==> config.mk <==
export PLATFORM = sky130hd
export DESIGN_NAME = fifo_queue_with_search
export DESIGN_NICKNAME = d
export VERILOG_FILES = /design/src/hw/rtl/fqs_pkg.sv /design/src/hw/rtl/fifo_queue_with_search.sv /design/src/hw/rtl/fqs_cell.sv
export SDC_FILE = /design/constraint.sdc
export NUM_CORES = 1
export LEC_CHECK = 0
export BUFFER_PORTS_ARGS = -buffer_cell sky130_fd_sc_hd__buf_2
export CAP_MARGIN = 20
export CORE_MARGIN = 5
export CORE_UTILIZATION = 60
export CTS_CLUSTER_SIZE = 30
export DETAILED_ROUTE_END_ITERATION = 12
export PLACE_DENSITY = 0.77
export SYNTH_ARGS = -nofsm -noshare
export SYNTH_HDL_FRONTEND = slang
export SYNTH_HIERARCHICAL = 1
export SYNTH_SLANG_ARGS = --single-unit
==> constraint.sdc <==
create_clock -name clk_i -period 5.1 [get_ports clk_i]
set_clock_uncertainty 0.15 [all_clocks]
set_input_delay 0.51 -clock clk_i [delete_from_list [all_inputs] [get_ports clk_i]]
set_output_delay 0.51 -clock clk_i [all_outputs]
set_load 0.1 [all_outputs]
==> src/hw/rtl/fqs_pkg.sv <==
// ----------------------------------------------------------------------------
// FIFO queue with search: shared package
// Request codes, result status codes, controller states and the control
// bundle that the top level drives into every queue cell.
// ----------------------------------------------------------------------------
package fqs_pkg;

  localparam int unsigned DataW   = 32;
  localparam int unsigned StatusW = 3;
  localparam int unsigned PosW    = 4;
  localparam int unsigned OccW    = 5;

  typedef enum logic [1:0] {
    OP_PUSH   = 2'd0,
    OP_POP    = 2'd1,
    OP_SEARCH = 2'd2,
    OP_CLEAR  = 2'd3
  } op_e;

  typedef enum logic [StatusW-1:0] {
    STS_PUSHED    = 3'd0,
    STS_FULL      = 3'd1,
    STS_POPPED    = 3'd2,
    STS_EMPTY_POP = 3'd3,
    STS_MATCH     = 3'd4,
    STS_NO_MATCH  = 3'd5
  } status_e;

  typedef enum logic [1:0] {
    ST_IDLE = 2'b01,
    ST_SCAN = 2'b10
  } state_e;

  typedef struct packed {
    logic                    push_en;
    logic                    pop_en;
    logic                    search_en;
    logic                    scan_en;
    logic signed [DataW-1:0] word;
  } cell_ctrl_t;

endpackage

==> src/hw/rtl/fifo_queue_with_search.sv <==
// Push, pop and clear results are registered at the edge that accepts the
// request. A search first marks the matching cells, then shifts the hit
// flags through the head cell, one cell per step, and last gives the final
// result; it stalls while the result register is held. One request is in
// work at a time.
// Reset empties the queue; entry contents are not cleared.
// ----------------------------------------------------------------------------
// FIFO queue with search: top level
// A bounded queue in a row of cells, head in cell zero. A search marks the
// matching cells at once, then scans the marks one cell per cycle (held while
// a match waits on the output), one result per match or one no-match result.
// ----------------------------------------------------------------------------
module fifo_queue_with_search #(
  parameter int unsigned DEPTH = 16
) (
  input  logic                              clk_i,
  input  logic                              rst_ni,
  input  logic                              in_valid_i,
  output logic                              in_ready_o,
  input  logic [1:0]                        op_i,
  input  logic signed [fqs_pkg::DataW-1:0]  data_word_i,
  output logic                              out_valid_o,
  input  logic                              out_ready_i,
  output logic [fqs_pkg::StatusW-1:0]       status_o,
  output logic [fqs_pkg::PosW-1:0]          match_position_o,
  output logic [fqs_pkg::OccW-1:0]          occupancy_o,
  output logic                              is_empty_o,
  output logic                              last_o
);
  import fqs_pkg::*;

  localparam int unsigned CntW = $clog2(DEPTH + 1);

  state_e                  state_q, state_d;
  logic [CntW-1:0]         count_q, count_d;
  logic [CntW-1:0]         scan_pos_q, scan_pos_d;
  logic [CntW-1:0]         pend_pos_q, pend_pos_d;
  logic                    pend_valid_q, pend_valid_d;
  logic                    out_valid_q, out_valid_d;
  status_e                 status_q, status_d;
  logic [PosW-1:0]         mpos_q, mpos_d;
  logic [OccW-1:0]         occ_q, occ_d;
  logic                    empty_q, empty_d;
  logic                    last_q, last_d;

  cell_ctrl_t              ctrl;
  logic signed [DataW-1:0] cell_data [DEPTH];
  logic [DEPTH-1:0]        cell_hit;
  logic                    slot_free;
  logic                    accept;
  logic                    full;

  for (genvar i = 0; i < DEPTH; i++) begin : g_cell
    logic signed [DataW-1:0] nbr_data;
    logic                    nbr_hit;
    if (i == DEPTH - 1) begin : g_tail
      assign nbr_data = cell_data[i];
      assign nbr_hit  = 1'b0;
    end else begin : g_mid
      assign nbr_data = cell_data[i+1];
      assign nbr_hit  = cell_hit[i+1];
    end
    fqs_cell u_cell (
      .clk_i      (clk_i),
      .rst_ni     (rst_ni),
      .ctrl_i     (ctrl),
      .wr_sel_i   (CntW'(i) == count_q),
      .occ_i      (CntW'(i) < count_q),
      .nbr_data_i (nbr_data),
      .nbr_hit_i  (nbr_hit),
      .data_o     (cell_data[i]),
      .hit_o      (cell_hit[i])
    );
  end

  assign slot_free  = !out_valid_q || out_ready_i;
  assign in_ready_o = (state_q == ST_IDLE) && slot_free;
  assign accept     = in_valid_i && in_ready_o;
  assign full       = (count_q == CntW'(DEPTH));

  always_comb begin
    state_d      = state_q;
    count_d      = count_q;
    scan_pos_d   = scan_pos_q;
    pend_pos_d   = pend_pos_q;
    pend_valid_d = pend_valid_q;
    out_valid_d  = out_valid_q && !out_ready_i;
    status_d     = status_q;
    mpos_d       = mpos_q;
    last_d       = last_q;
    ctrl         = '0;
    ctrl.word    = data_word_i;

    unique case (state_q)
      ST_IDLE: begin
        if (accept) begin
          out_valid_d = 1'b1;
          mpos_d      = '0;
          last_d      = 1'b1;
          unique case (op_e'(op_i))
            OP_PUSH: begin
              if (full) begin
                status_d = STS_FULL;
              end else begin
                ctrl.push_en = 1'b1;
                count_d      = count_q + 1'b1;
                status_d     = STS_PUSHED;
              end
            end
            OP_POP: begin
              if (count_q == '0) begin
                status_d = STS_EMPTY_POP;
              end else begin
                ctrl.pop_en = 1'b1;
                count_d     = count_q - 1'b1;
                status_d    = STS_POPPED;
              end
            end
            OP_SEARCH: begin
              out_valid_d    = 1'b0;
              ctrl.search_en = 1'b1;
              scan_pos_d     = '0;
              pend_valid_d   = 1'b0;
              state_d        = ST_SCAN;
            end
            OP_CLEAR: begin
              count_d  = '0;
              status_d = STS_PUSHED;
            end
            default: begin
              status_d = STS_PUSHED;
            end
          endcase
        end
      end
      ST_SCAN: begin
        if (scan_pos_q == count_q) begin
          if (slot_free) begin
            out_valid_d = 1'b1;
            status_d    = pend_valid_q ? STS_MATCH : STS_NO_MATCH;
            mpos_d      = pend_valid_q ? PosW'(pend_pos_q) : '0;
            last_d      = 1'b1;
            state_d     = ST_IDLE;
          end
        end else if (!cell_hit[0] || !pend_valid_q || slot_free) begin
          ctrl.scan_en = 1'b1;
          scan_pos_d   = scan_pos_q + 1'b1;
          if (cell_hit[0]) begin
            if (pend_valid_q) begin
              out_valid_d = 1'b1;
              status_d    = STS_MATCH;
              mpos_d      = PosW'(pend_pos_q);
              last_d      = 1'b0;
            end
            pend_pos_d   = scan_pos_q;
            pend_valid_d = 1'b1;
          end
        end
      end
      default: begin
        state_d = ST_IDLE;
      end
    endcase

    occ_d   = OccW'(count_d);
    empty_d = (count_d == '0);
  end

  always_ff @(posedge clk_i or negedge rst_ni) begin
    if (!rst_ni) begin
      state_q      <= ST_IDLE;
      count_q      <= '0;
      scan_pos_q   <= '0;
      pend_valid_q <= 1'b0;
      out_valid_q  <= 1'b0;
    end else begin
      state_q      <= state_d;
      count_q      <= count_d;
      scan_pos_q   <= scan_pos_d;
      pend_valid_q <= pend_valid_d;
      out_valid_q  <= out_valid_d;
    end
  end

  always_ff @(posedge clk_i) begin
    pend_pos_q <= pend_pos_d;
    status_q   <= status_d;
    mpos_q     <= mpos_d;
    occ_q      <= occ_d;
    empty_q    <= empty_d;
    last_q     <= last_d;
  end

  assign out_valid_o      = out_valid_q;
  assign status_o         = status_q;
  assign match_position_o = mpos_q;
  assign occupancy_o      = occ_q;
  assign is_empty_o       = empty_q;
  assign last_o           = last_q;

`ifndef SYNTHESIS
  a_count_bound : assert property (@(posedge clk_i) disable iff (!rst_ni)
    count_q <= CntW'(DEPTH))
    else $error("queue count exceeds its depth");

  a_scan_blocks_input : assert property (@(posedge clk_i) disable iff (!rst_ni)
    state_q == ST_SCAN |-> !in_ready_o)
    else $error("request taken during a search scan");

  a_empty_pop_keeps : assert property (@(posedge clk_i) disable iff (!rst_ni)
    accept && op_i == OP_POP && count_q == '0 |=> count_q == '0)
    else $error("pop on an empty queue changed the count");

  a_nomatch_pos : assert property (@(posedge clk_i) disable iff (!rst_ni)
    out_valid_q && status_q != STS_MATCH |-> mpos_q == '0 && last_q)
    else $error("non-match result with a position or not final");
`endif

endmodule

==> src/hw/rtl/fqs_cell.sv <==
// ----------------------------------------------------------------------------
// FIFO queue with search: queue cell
// Holds one entry and its search hit flag. Entries move toward the head on
// a pop, and hit flags move toward the head during a search scan.
// ----------------------------------------------------------------------------
module fqs_cell (
  input  logic                           clk_i,
  input  logic                           rst_ni,
  input  fqs_pkg::cell_ctrl_t            ctrl_i,
  input  logic                           wr_sel_i,
  input  logic                           occ_i,
  input  logic signed [fqs_pkg::DataW-1:0] nbr_data_i,
  input  logic                           nbr_hit_i,
  output logic signed [fqs_pkg::DataW-1:0] data_o,
  output logic                           hit_o
);
  import fqs_pkg::*;

  logic signed [DataW-1:0] data_q;
  logic                    hit_q;

  always_ff @(posedge clk_i) begin
    if (ctrl_i.push_en && wr_sel_i) begin
      data_q <= ctrl_i.word;
    end else if (ctrl_i.pop_en) begin
      data_q <= nbr_data_i;
    end
  end

  always_ff @(posedge clk_i or negedge rst_ni) begin
    if (!rst_ni) begin
      hit_q <= 1'b0;
    end else if (ctrl_i.search_en) begin
      hit_q <= occ_i && (data_q == ctrl_i.word);
    end else if (ctrl_i.scan_en) begin
      hit_q <= nbr_hit_i;
    end
  end

  assign data_o = data_q;
  assign hit_o  = hit_q;

endmodule
==> reports/qor.txt, run 1 <==
pin count of the biggest net entering global routing: 34
Least-Margin Pin Slew: 1.064 ns
critical path data arrival time: 3.79 ns
maximum fanout along the worst path: 32
Worst R2R Start: count_q[0]
number of synthesized register bits: 560
initial core utilization: 60.28%
Die Y: 233.6 microns
Post-synth EDFFs: 524
worst path bufs/invs: 3
final net count: 2,230
Fmax: 0.2715 GHz
CTS Buf Count: 57
yosys warns: 6
Tightest Hold Check Type: in2reg
status: complete, no violations
Crit path depth: 8
max-slew violation count: 0
hold depth: 3
worst skew pair latency: 0.62 ns
post-DR wirelength/cell: 23.30 microns
grt ovf: 0
FFs w/ async S/R, synth: 5.357%
vias in the first global route: 18,580
RR Endpoint: g_cell[4].u_cell/data_o[26]
syn nets: 2,140
Hold Crit Start: in_valid_i
Mapped Cells: 2,090
PwrDens: 379.9 nW/um^2
DR DRC count: 0
syn_area_per_cell: 14.35 sq um
IO buf count: 53
family with the most delay on the worst path: simple AND/OR/NAND/NOR gates
core area: 49,760 sq um
Max-Cap Viols: 0
Leakage: 10.66 nW
critical path endpoint category: register
CTS resizes: 0
CTS Root Cell: clkbuf_16
minimum clock period: 3.683 ns
GPL Wtd Cong: 0.8552
ant diodes: 0
Post-synth top flop: edfxtp_1
drt initial violations: 1,066
clk slew on worst S/H paths: 0.06 ns
Max stage delay cell, worst path: nor2_1
Die ar.: 54,560 sq um
sequential share of the synthesized area: 55.37%
cell row count: 82
CTS tree: built
Post-DRT Antenna Nets: 0
RSZ-0062 raised after global routing: no
layout cells sized above 1: 16.33%
Setup Viol. Count Final: 0
Tot Pwr: 0.01253 W
final worst path period share: 72.21%
Startpoint Class: register
chip width: 233.6 microns
global-route wire length before repair: 104,900 microns
Peak VDD IR: 331.9 uV
setup slack, reg-to-reg: 1.42 ns
leading cell type in the layout, fill and taps excluded: edfxtp_1
CTS H-tree lvls: 2
commonest cells after routing, fill and taps aside: 524 x edfxtp_1, 466 x xnor2_1, 352 x mux2_1
crit-path cells: inv_1 -> ha_1 -> nor4b_4 -> nand2b_2 -> nor2_1 -> buf_4 -> nand2b_1 -> buf_4
R2R cell count: 8
drt first pass iters: 5
via count: 17,450
peak per-stage delay on the critical path: 0.67 ns
Setup Total Neg Slack: 0 ns
Cell variety after synth: 65
antenna violations before repair: 3
Netlist Area Pre-Place: 29,990 sq um
hpwl dp: 45,180 microns
kind of critical path: reg2reg
Top Ports: 54
Total GRT Usage: 24.77%
final wirelength: 67,600 microns
CTS Buffer Depth: 3
relative slew slack: 29.06%
final-report hold violation count: 0
WP data required: 5.21 ns
Crit path top cell by count: buf_4
Hold Path End: out_valid_o
clock sinks: 560
Synth-to-Final Area Change: 9.958%
Via density: 6.017
==> worst reg2reg max path, cell delays in order (launching register included) <==
cell      delay, ns
dfrtp_1        0.65
inv_1          0.28
ha_1           0.32
nor4b_4        0.17
nand2b_2       0.28
nor2_1         0.67
buf_4          0.29
nand2b_1       0.11
buf_4          0.38
==> report_power, final <==
group | internal [W] | switching [W]
Sequential | 0.00555 | 0.000341
Combinational | 0.000816 | 0.00162
Clock | 0.00245 | 0.00176
==> synth_stat cells (3+ instances only) <==
master	number	area [sq um]
edfxtp_1	524	15740
xnor2_1	466	4081
mux2_1	352	3964
mux2_2	160	1802
nand4_1	115	719.4
xor2_1	51	446.7
buf_2	50	250.2
nand2_1	42	157.7
nor4_1	34	212.7
nor2_1	32	120.1
dfrtp_1	29	725.7
nor3_1	27	135.1
nand3_1	25	125.1
inv_1	18	67.56
mux2i_1	18	180.2
nand2b_1	17	106.4
a31o_1	16	140.1
ha_1	12	150.1
o21ai_0	12	60.06
a21oi_1	9	45.04
and2_1	8	50.05
dfxtp_1	6	120.1
clkbuf_1	5	18.77
o211ai_1	4	30.03
o31ai_1	4	30.03
a21o_1	3	22.52
a31oi_1	3	18.77
and3_2	3	22.52
buf_6	3	33.78
o22ai_1	3	18.77
==> worst max path at each step <==
| stage | start | to | slack [ns] |
|---|---|---|---|
| global placement | count_q[0] | g_cell[0].u_cell/data_o[8] | 1.65 |
| floorplan | count_q[0] | g_cell[0].u_cell/data_o[0] | 1.34 |
| finish | count_q[0] | g_cell[4].u_cell/data_o[26] | 1.42 |
| global route | count_q[0] | g_cell[10].u_cell/data_o[28] | 1.24 |
| detailed placement | count_q[0] | g_cell[4].u_cell/data_o[16] | 1.44 |
| CTS | count_q[0] | g_cell[4].u_cell/data_o[16] | 1.48 |
==> repair_timing <==
action                                 CTS  global route
setup buffers                            0             0
endpoints found under the hold margin   29             0
hold buffers                             1             0
==> area by class of cell <==
type | instances | area [sq um]
flip-flops and latches | 560 | 16610
well taps | 672 | 840.8
fillers | 3536 | 16780
inverters | 18 | 67.56
clock inverters | 36 | 292.8
clock buffers | 72 | 1622
multi-input cells | 1451 | 12990
repair buffers | 92 | 560.5
==> stage by stage <==
step / instances / hold slack [ns] / setup WS [ns] / instance area (sq um) / utilization [%]
finish: 2901 / 0.1756 / 1.417 / 32980 / 66.28
global route: 2901 / 0.1763 / 1.244 / 32980 / 66.28
CTS: 2901 / 0.1332 / 1.483 / 32980 / 66.28
detailed placement: 2792 / 0.3533 / 1.438 / 31060 / 62.41
global placement: 2792 / 0.3405 / 1.646 / 31060 / 62.41
floorplan: 2090 / 0.06441 / 1.344 / 29990 / -
==> routing by layer <==
metal  vias to the layer above  routed length [microns]  track usage [%]
met1                      8801                    26880            30.14
met5                         -                       20                0
met2                       447                    36080            45.88
met3                       138                     2858            3.561
met4                         2                     1760            7.047
li1                       8066                        -                -
==> cell families (layout without fill, tap and decap cells) <==
family / after synthesis / count (layout) / share of synthesized area [%]
fa+ha+maj: 12 / 12 / 0.5006
xor+xnor: 517 / 517 / 15.10
flops: 560 / 560 / 55.37
buf+inv: 79 / 218 / 1.343
mux: 530 / 530 / 19.82
simple gates: 319 / 319 / 6.061
compound gates: 72 / 72 / 1.794
other cells: 1 / 1 / 0.01250
==> state kept, by name, indices dropped and copies added, names as in the netlist, 2 cells and up <==
name and cells:
count_q 5, g_cell.u_cell/data_o 512, g_cell.u_cell/hit_o 16, match_position_o 4, occupancy_o 5, pend_pos_q 4
scan_pos_q 5, state_q 2, status_o 3
No activity file was read; power rests on OpenSTA's default activity.
==> run 2, diff against run 1 <==
clock period = 3.85 ns   (was 5.1 ns; I/O delays follow)
==> reports/qor.txt, run 2 (synthesis gave the netlist of run 1 again) <==
minimum clock period: 3.199 ns (was 3.683 ns)
M3 GR Usage: 2.954% (was 3.561%)
global-route wire length before repair: 89,200 microns (was 104,900 microns)
Setup Total Neg Slack: 0 ns (unchanged)
post-CTS setup buffers: 0 (unchanged)
ant diodes: 0 (unchanged)
drt initial violations: 805 (was 1,066)
busiest layer in global routing: met2 (unchanged)
antenna violations before repair: 3 (unchanged)
core area: 49,760 sq um (unchanged)
final wirelength: 53,880 microns (was 67,600 microns)
kind of critical path: reg2reg (unchanged)
initial core utilization: 60.28% (unchanged)
R2R cell count: 10 (was 8)
Total GRT Usage: 19.94% (was 24.77%)
drt first pass iters: 5 (unchanged)
Peak VDD IR: 419.5 uV (was 331.9 uV)
hold depth: 3 (unchanged)
Multi-input gate area: 12,990 sq um (unchanged)
Startpoint Class: register (unchanged)
Hold Crit Start: in_valid_i (unchanged)
Die Y: 233.6 microns (unchanged)
WP data required: 4.05 ns (was 5.21 ns)
setup slack, reg-to-reg: 0.65 ns (was 1.42 ns)
Least-Margin Pin Slew: 0.8855 ns (was 1.064 ns)
Leakage: 10.66 nW (about the same)
Fmax: 0.3126 GHz (was 0.2715 GHz)
RR Endpoint: g_cell[9].u_cell/data_o[2] (was g_cell[4].u_cell/data_o[26])
commonest cells after routing, fill and taps aside: 524 x edfxtp_1, 466 x xnor2_1, 352 x mux2_1 (unchanged)
Synth-to-Final Area Change: 9.941% (was 9.958%)
maximum fanout along the worst path: 24 (was 32)
filler cell count: 3,416 (was 3,536)
max-slew violation count: 0 (unchanged)
status: complete, no violations (unchanged)
GPL Wtd Cong: 0.8314 (was 0.8552)
clk slew on worst S/H paths: 0.06 ns (about the same)
relative slew slack: 40.97% (was 29.06%)
RSZ-0062 raised after global routing: no (unchanged)
via count: 16,710 (was 17,450)
post-DR wirelength/cell: 18.54 microns (was 23.30 microns)
CTS Buf Count: 56 (was 57)
Via density: 5.750 (was 6.017)
worst skew pair latency: 0.60 ns (was 0.62 ns)
layout cells sized above 1: 15.76% (was 16.33%)
Worst R2R Start: count_q[0] (unchanged)
met2 Track Usage GR: 35.10% (was 45.88%)
CTS tree: built (unchanged)
critical path data arrival time: 3.39 ns (was 3.79 ns)
Largest register FFs: 512 (unchanged)
final net count: 2,237 (was 2,230)
pin count of the biggest net entering global routing: 34 (unchanged)
IO buf count: 53 (unchanged)
grt ovf: 0 (unchanged)
vias in the first global route: 17,490 (was 18,580)
M1 GR Usage: 25.53% (was 30.14%)
Die ar.: 54,560 sq um (unchanged)
Tot Pwr: 0.01610 W (was 0.01253 W)
Max-Cap Viols: 0 (unchanged)
final worst path period share: 83.09% (was 72.21%)
PwrDens: 488.4 nW/um^2 (was 379.9 nW/um^2)
DR DRC count: 0 (unchanged)
chip width: 233.6 microns (unchanged)
Top Ports: 54 (unchanged)
cell row count: 82 (unchanged)
Hold Path End: out_valid_o (unchanged)
CTS Buffer Depth: 3 (unchanged)
Post-DRT Antenna Nets: 0 (unchanged)
sequential cell area: 16,610 sq um (unchanged)
Tightest Hold Check Type: in2reg (unchanged)
Setup Viol. Count Final: 0 (unchanged)
final-report hold violation count: 0 (unchanged)
clock sinks: 560 (unchanged)
hpwl dp: 38,690 microns (was 45,180 microns)
CTS Root Cell: clkbuf_16 (unchanged)
CTS H-tree lvls: 2 (unchanged)
leading cell type in the layout, fill and taps excluded: edfxtp_1 (unchanged)
critical path endpoint category: register (unchanged)
[run 2: cell types whose count changed in the layout (fill, tap and decap cells not counted), sizes merged]
| cell | before | now |
|---|---|---|
| clkbuf | 72 | 81 |
| buf | 91 | 99 |
| clkinv | 25 | 18 |
| clkinvlp | 5 | 2 |
| bufinv | 4 | 2 |
[run 2: what timing repair did]
action | 4_1_cts | 5_1_grt
hold buffers | 1 | 0
endpoints found under the hold margin | 29 | 0
resized for setup | 0 | 0
[run 2: worst max-delay path by stage]
stage | to | slack [ns] | depth (start not counted) | from
finish | g_cell[9].u_cell/data_o[2] | 0.65 | 10 | count_q[0]
detailed placement | g_cell[1].u_cell/data_o[8] | 0.68 | 10 | count_q[0]
CTS | g_cell[1].u_cell/data_o[23] | 0.68 | 10 | count_q[0]
floorplan | g_cell[0].u_cell/data_o[0] | 0.09 | 9 | count_q[0]
global route | g_cell[13].u_cell/data_o[24] | 0.49 | 10 | count_q[0]
global placement | g_cell[1].u_cell/data_o[10] | 0.82 | 10 | count_q[0]
[run 2: routing by layer]
layer / wire, microns / vias up
met5: 0 / -
met4: 1454 / 0
met3: 2093 / 100
met2: 27420 / 297
met1: 22910 / 8245
li1: - / 8068
[run 2: critical path: stages, from the launching register on]
cell	delay (ns)
dfrtp_1	0.36
buf_4	0.19
inv_1	0.22
ha_1	0.29
nand4bb_1	0.25
nand2_1	0.20
nor2_1	0.06
buf_4	0.21
nand2_1	0.39
buf_12	0.24
mux2_2	0.36
[run 2: area by class of cell]
type                    count  area share [%]
flip-flops and latches    560           50.36
well taps                 672           2.550
clock inverters            24          0.5160
repair buffers            100           2.223
inverters                  18          0.2049
multi-input cells        1451           39.39
clock buffers              81           4.751
[run 2: where the power goes]
group          total (W)  switching, W  internal (W)
registers        0.00768      0.000336       0.00735
clock network    0.00515       0.00220       0.00295
logic            0.00327       0.00217       0.00111
total             0.0161       0.00470        0.0114
[run 2: through the flow]
step           hold slack [ns]  instance area, sq um  util (%)  setup WS (ns)  instances
2_1_floorplan         -0.06059                 29990         -        0.09423       2090
3_3_place_gp            0.3468                 31230     62.76         0.8155       2800
3_5_place_dp            0.3578                 31230     62.76         0.6834       2800
4_1_cts                0.04354                 32980     66.27         0.6831       2906
5_1_grt                0.06892                 32980     66.27         0.4948       2906
6_report               0.08249                 32980     66.27         0.6511       2906
==> run 3, diff against run 2 <==
ABC_AREA = 1   (was default)
CORE_UTILIZATION = 58   (was 60)
clock period = 2.9 ns   (was 3.85 ns; I/O delays follow)
==> reports/qor.txt, run 3 <==
IO buf count: 53 (unchanged)
PwrDens: 600.2 nW/um^2 (was 488.4 nW/um^2)
syn nets: 4,057 (was 2,140)
Tightest Hold Check Type: in2reg (unchanged)
Fmax: 0.3824 GHz (was 0.3126 GHz)
drt initial violations: 1,821 (was 805)
Setup Viol. Count Final: 0 (unchanged)
global-route wire length before repair: 126,000 microns (was 89,200 microns)
pin count of the biggest net entering global routing: 49 (was 34)
Max-Cap Viols: 0 (unchanged)
XOR/XNOR Fraction of Synth Area: 4.281% (was 15.10%)
status: complete, no violations (unchanged)
WP data required: 3.01 ns (was 4.05 ns)
RSZ-0062 raised after global routing: no (unchanged)
antenna violations before repair: 0 (was 3)
CTS H-tree lvls: 2 (unchanged)
sequential share of the synthesized area: 48.90% (was 55.37%)
ant diodes: 0 (unchanged)
RR Endpoint: g_cell[13].u_cell/data_o[11] (was g_cell[9].u_cell/data_o[2])
Post-synth top cells: 1,287 x nand2_1, 734 x inv_1, 524 x edfxtp_1 (was 524 x edfxtp_1, 466 x xnor2_1, 352 x mux2_1)
kind of critical path: reg2reg (unchanged)
vias in the first global route: 25,260 (was 17,490)
clock sinks: 560 (unchanged)
cell with the most instances after synthesis: nand2_1 (was edfxtp_1)
Top Ports: 54 (unchanged)
Least-Margin Pin Slew: 0.9672 ns (was 0.8855 ns)
Leakage: 17.90 nW (was 10.66 nW)
multiplexer share of the synthesized area: 8.842% (was 19.82%)
worst skew pair latency: 0.63 ns (was 0.60 ns)
relative slew slack: 35.52% (was 40.97%)
Post-synth EDFFs: 524 (unchanged)
initial core utilization: 58.75% (was 60.28%)
Crit path depth: 6 (was 10)
chip width: 252.0 microns (was 233.6 microns)
Pint: 0.01542 W (was 0.01140 W)
main combinational cell family by area after synthesis: simple AND/OR/NAND/NOR gates (was multiplexers)
Comb pwr share: 21.2% (was 20.3%)
syn_area_per_cell: 8.475 sq um (was 14.35 sq um)
Sequential Power Share: 45.6% (was 47.7%)
Yosys top cell area share: 46.33% (was 52.46%)
Total GRT Usage: 24.24% (was 19.94%)
minimum clock period: 2.615 ns (was 3.199 ns)
final wirelength: 78,530 microns (was 53,880 microns)
simple-gate share of the synthesized area: 20.03% (was 6.061%)
crit-path cells: ha_1 -> nand3_2 -> nor2_4 -> buf_12 -> nand2_2 -> nand2_4 (was buf_4 -> inv_1 -> ha_1 -> nand4bb_1 -> nand2_1 -> nor2_1 -> buf_4 -> nand2_1 -> buf_12 -> mux2_2)
family with the most delay on the worst path: simple AND/OR/NAND/NOR gates (unchanged)
setup slack at placement: 0.3077 ns (was 0.6834 ns)
leading cell type in the layout, fill and taps excluded: nand2_1 (was edfxtp_1)
GPL Wtd Cong: 0.8890 (was 0.8314)
Post-DRT Antenna Nets: 0 (unchanged)
grt ovf: 0 (unchanged)
Hold Crit Start: in_valid_i (unchanged)
Psw: 0.006924 W (was 0.004703 W)
ranking of synthesized cells by area: edfxtp_1 46%, nand2_1 14%, inv_1 8.1% (was edfxtp_1 52%, xnor2_1 14%, mux2_1 13%)
clk slew on worst S/H paths: 0.06 ns (about the same)
Setup Total Neg Slack: 0 ns (unchanged)
Setup crit end: g_cell[13].u_cell/data_o[11] (was g_cell[9].u_cell/data_o[2])
worst path bufs/invs: 1 (was 4)
post-DR wirelength/cell: 16.00 microns (was 18.54 microns)
max-slew violation count: 0 (unchanged)
critical path endpoint category: register (unchanged)
filler cell count: 4,662 (was 3,416)
Final WS setup: 0.2846 ns (was 0.6511 ns)
Sw Ratio: 30.99% (was 29.20%)
final-report hold violation count: 0 (unchanged)
Die Y: 252.0 microns (was 233.6 microns)
final net count: 4,145 (was 2,237)
hpwl dp: 56,030 microns (was 38,690 microns)
Die ar.: 63,490 sq um (was 54,560 sq um)
cell row count: 88 (was 82)
Cell variety after synth: 39 (was 65)
core area: 57,810 sq um (was 49,760 sq um)
area leader, netlist: edfxtp_1 (unchanged)
layout cells sized above 1: 10.96% (was 15.76%)
Mapped Cells: 4,007 (was 2,090)
final worst path period share: 90.18% (was 83.09%)
Startpoint Class: register (unchanged)
via count: 25,420 (was 16,710)
Largest register FFs: 512 (unchanged)
Crit. Startpoint: state_q[0] (was count_q[0])
CTS Root Cell: clkbuf_16 (unchanged)
CTS tree: built (unchanged)
Non-Filler Instances: 4,909 (was 2,906)
Synth-to-Final Area Change: 9.612% (was 9.941%)
FFs w/ async S/R, synth: 5.357% (unchanged)
setup slack, reg-to-reg: 0.28 ns (was 0.65 ns)
Placed Area: 35,330 sq um (was 31,230 sq um)
R2R cell count: 6 (was 10)
yosys warns: 6 (unchanged)
Netlist Area Pre-Place: 33,960 sq um (was 29,990 sq um)
Compound-Gate Fraction of Synth Area: 7.567% (was 1.794%)
CTS Buf Count: 59 (was 56)
Peak VDD IR: 696.3 uV (was 419.5 uV)
maximum fanout along the worst path: 32 (was 24)
Max stage delay cell, worst path: dfstp_2 (was nand2_1)
Worst R2R Start: state_q[0] (was count_q[0])
commonest cells after routing, fill and taps aside: 1,271 x nand2_1, 734 x inv_1, 524 x edfxtp_1 (was 524 x edfxtp_1, 466 x xnor2_1, 352 x mux2_1)
DR DRC count: 0 (unchanged)
drt first pass iters: 5 (unchanged)
number of synthesized register bits: 560 (unchanged)
Clk pwr share: 33.2% (was 32.0%)
peak per-stage delay on the critical path: 0.54 ns (was 0.39 ns)
Adder-Cell Fraction of Synth Area: 0.4421% (was 0.5006%)
CTS Buffer Depth: 3 (unchanged)
Via density: 5.178 (was 5.750)
Post-synth top flop: edfxtp_1 (unchanged)
post-route cell area: 37,230 sq um (was 32,980 sq um)
Placed Cells: 4,797 (was 2,800)
critical path data arrival time: 2.72 ns (was 3.39 ns)
-- run 3: changes by cell type after synthesis, moves of 272 or more --
cell	delta
inv_1	+716
o21ai_0	+464
nor2_1	+272
xnor2_1	-351
mux2_1	-352
nand2_1	+1245
-- run 3: area by class of cell --
cell class                      instances  area (sq um)  share of cell area [%]
Sequential cell                       560         16610                   44.61
Multi-Input combinational cell       2622         14110                   37.92
Inverter                              739          2774                   7.452
Clock buffer                           78          1589                   4.269
Tap cell                              765         957.2                   2.571
Timing Repair Buffer                  113         895.9                   2.407
Clock inverter                         32         287.8                  0.7731
-- run 3: power groups by stage --
stage          clock, W  combinational (W)  sequential (W)
2_1_floorplan         0            0.00279          0.0109
3_3_place_gp          0            0.00458          0.0103
3_5_place_dp          0            0.00468          0.0104
4_1_cts         0.00754            0.00473          0.0102
5_1_grt         0.00786            0.00523          0.0103
6_report        0.00741            0.00474          0.0102
-- run 3: logic make-up after synthesis --
logic type | count (synthesis)
xor+xnor | 166
mux | 208
fa+ha+maj | 12
buf+inv | 825
flops | 560
compound gates | 503
other cells | 1
simple gates | 1732
-- run 3: worst min path at each step --
stage / endpoint / slack (ns) / cells after the start
2_1_floorplan: count_q[0] / -0.16 / 0
3_3_place_gp: out_valid_o / 0.28 / 1
3_5_place_dp: out_valid_o / 0.26 / 1
4_1_cts: out_valid_o / 0.06 / 5
5_1_grt: occupancy_o[2] / 0.14 / 5
6_report: out_valid_o / 0.10 / 5
-- run 3: layer usage --
metal	wire length, microns	track usage (%)
met5	0	0
met4	3224	9.631
met3	3639	2.763
met2	40400	45.59
met1	31260	28.18
-- run 3: stage by stage --
step	hold WS (ns)	power [W]	util [%]
4_1_cts	0.05671	0.02247	64.40
3_3_place_gp	0.2789	0.01492	61.12
3_5_place_dp	0.2636	0.01505	61.12
6_report	0.1013	0.02234	64.40
2_1_floorplan	-0.1556	0.01371	-
5_1_grt	0.1352	0.02337	64.40
-- run 3: timing repair --
item                                   CTS  global route
endpoints found under the hold margin   30             0
resized for setup                        0             0
hold buffers                             2             0
setup buffers                            0             0
-- run 3: tightest hold or removal path, stage by stage --
cell	delay, ns
buf_2	0.13
nand4_1	0.22
nand3_1	0.11
nand2_1	0.06
nand2_1	0.04
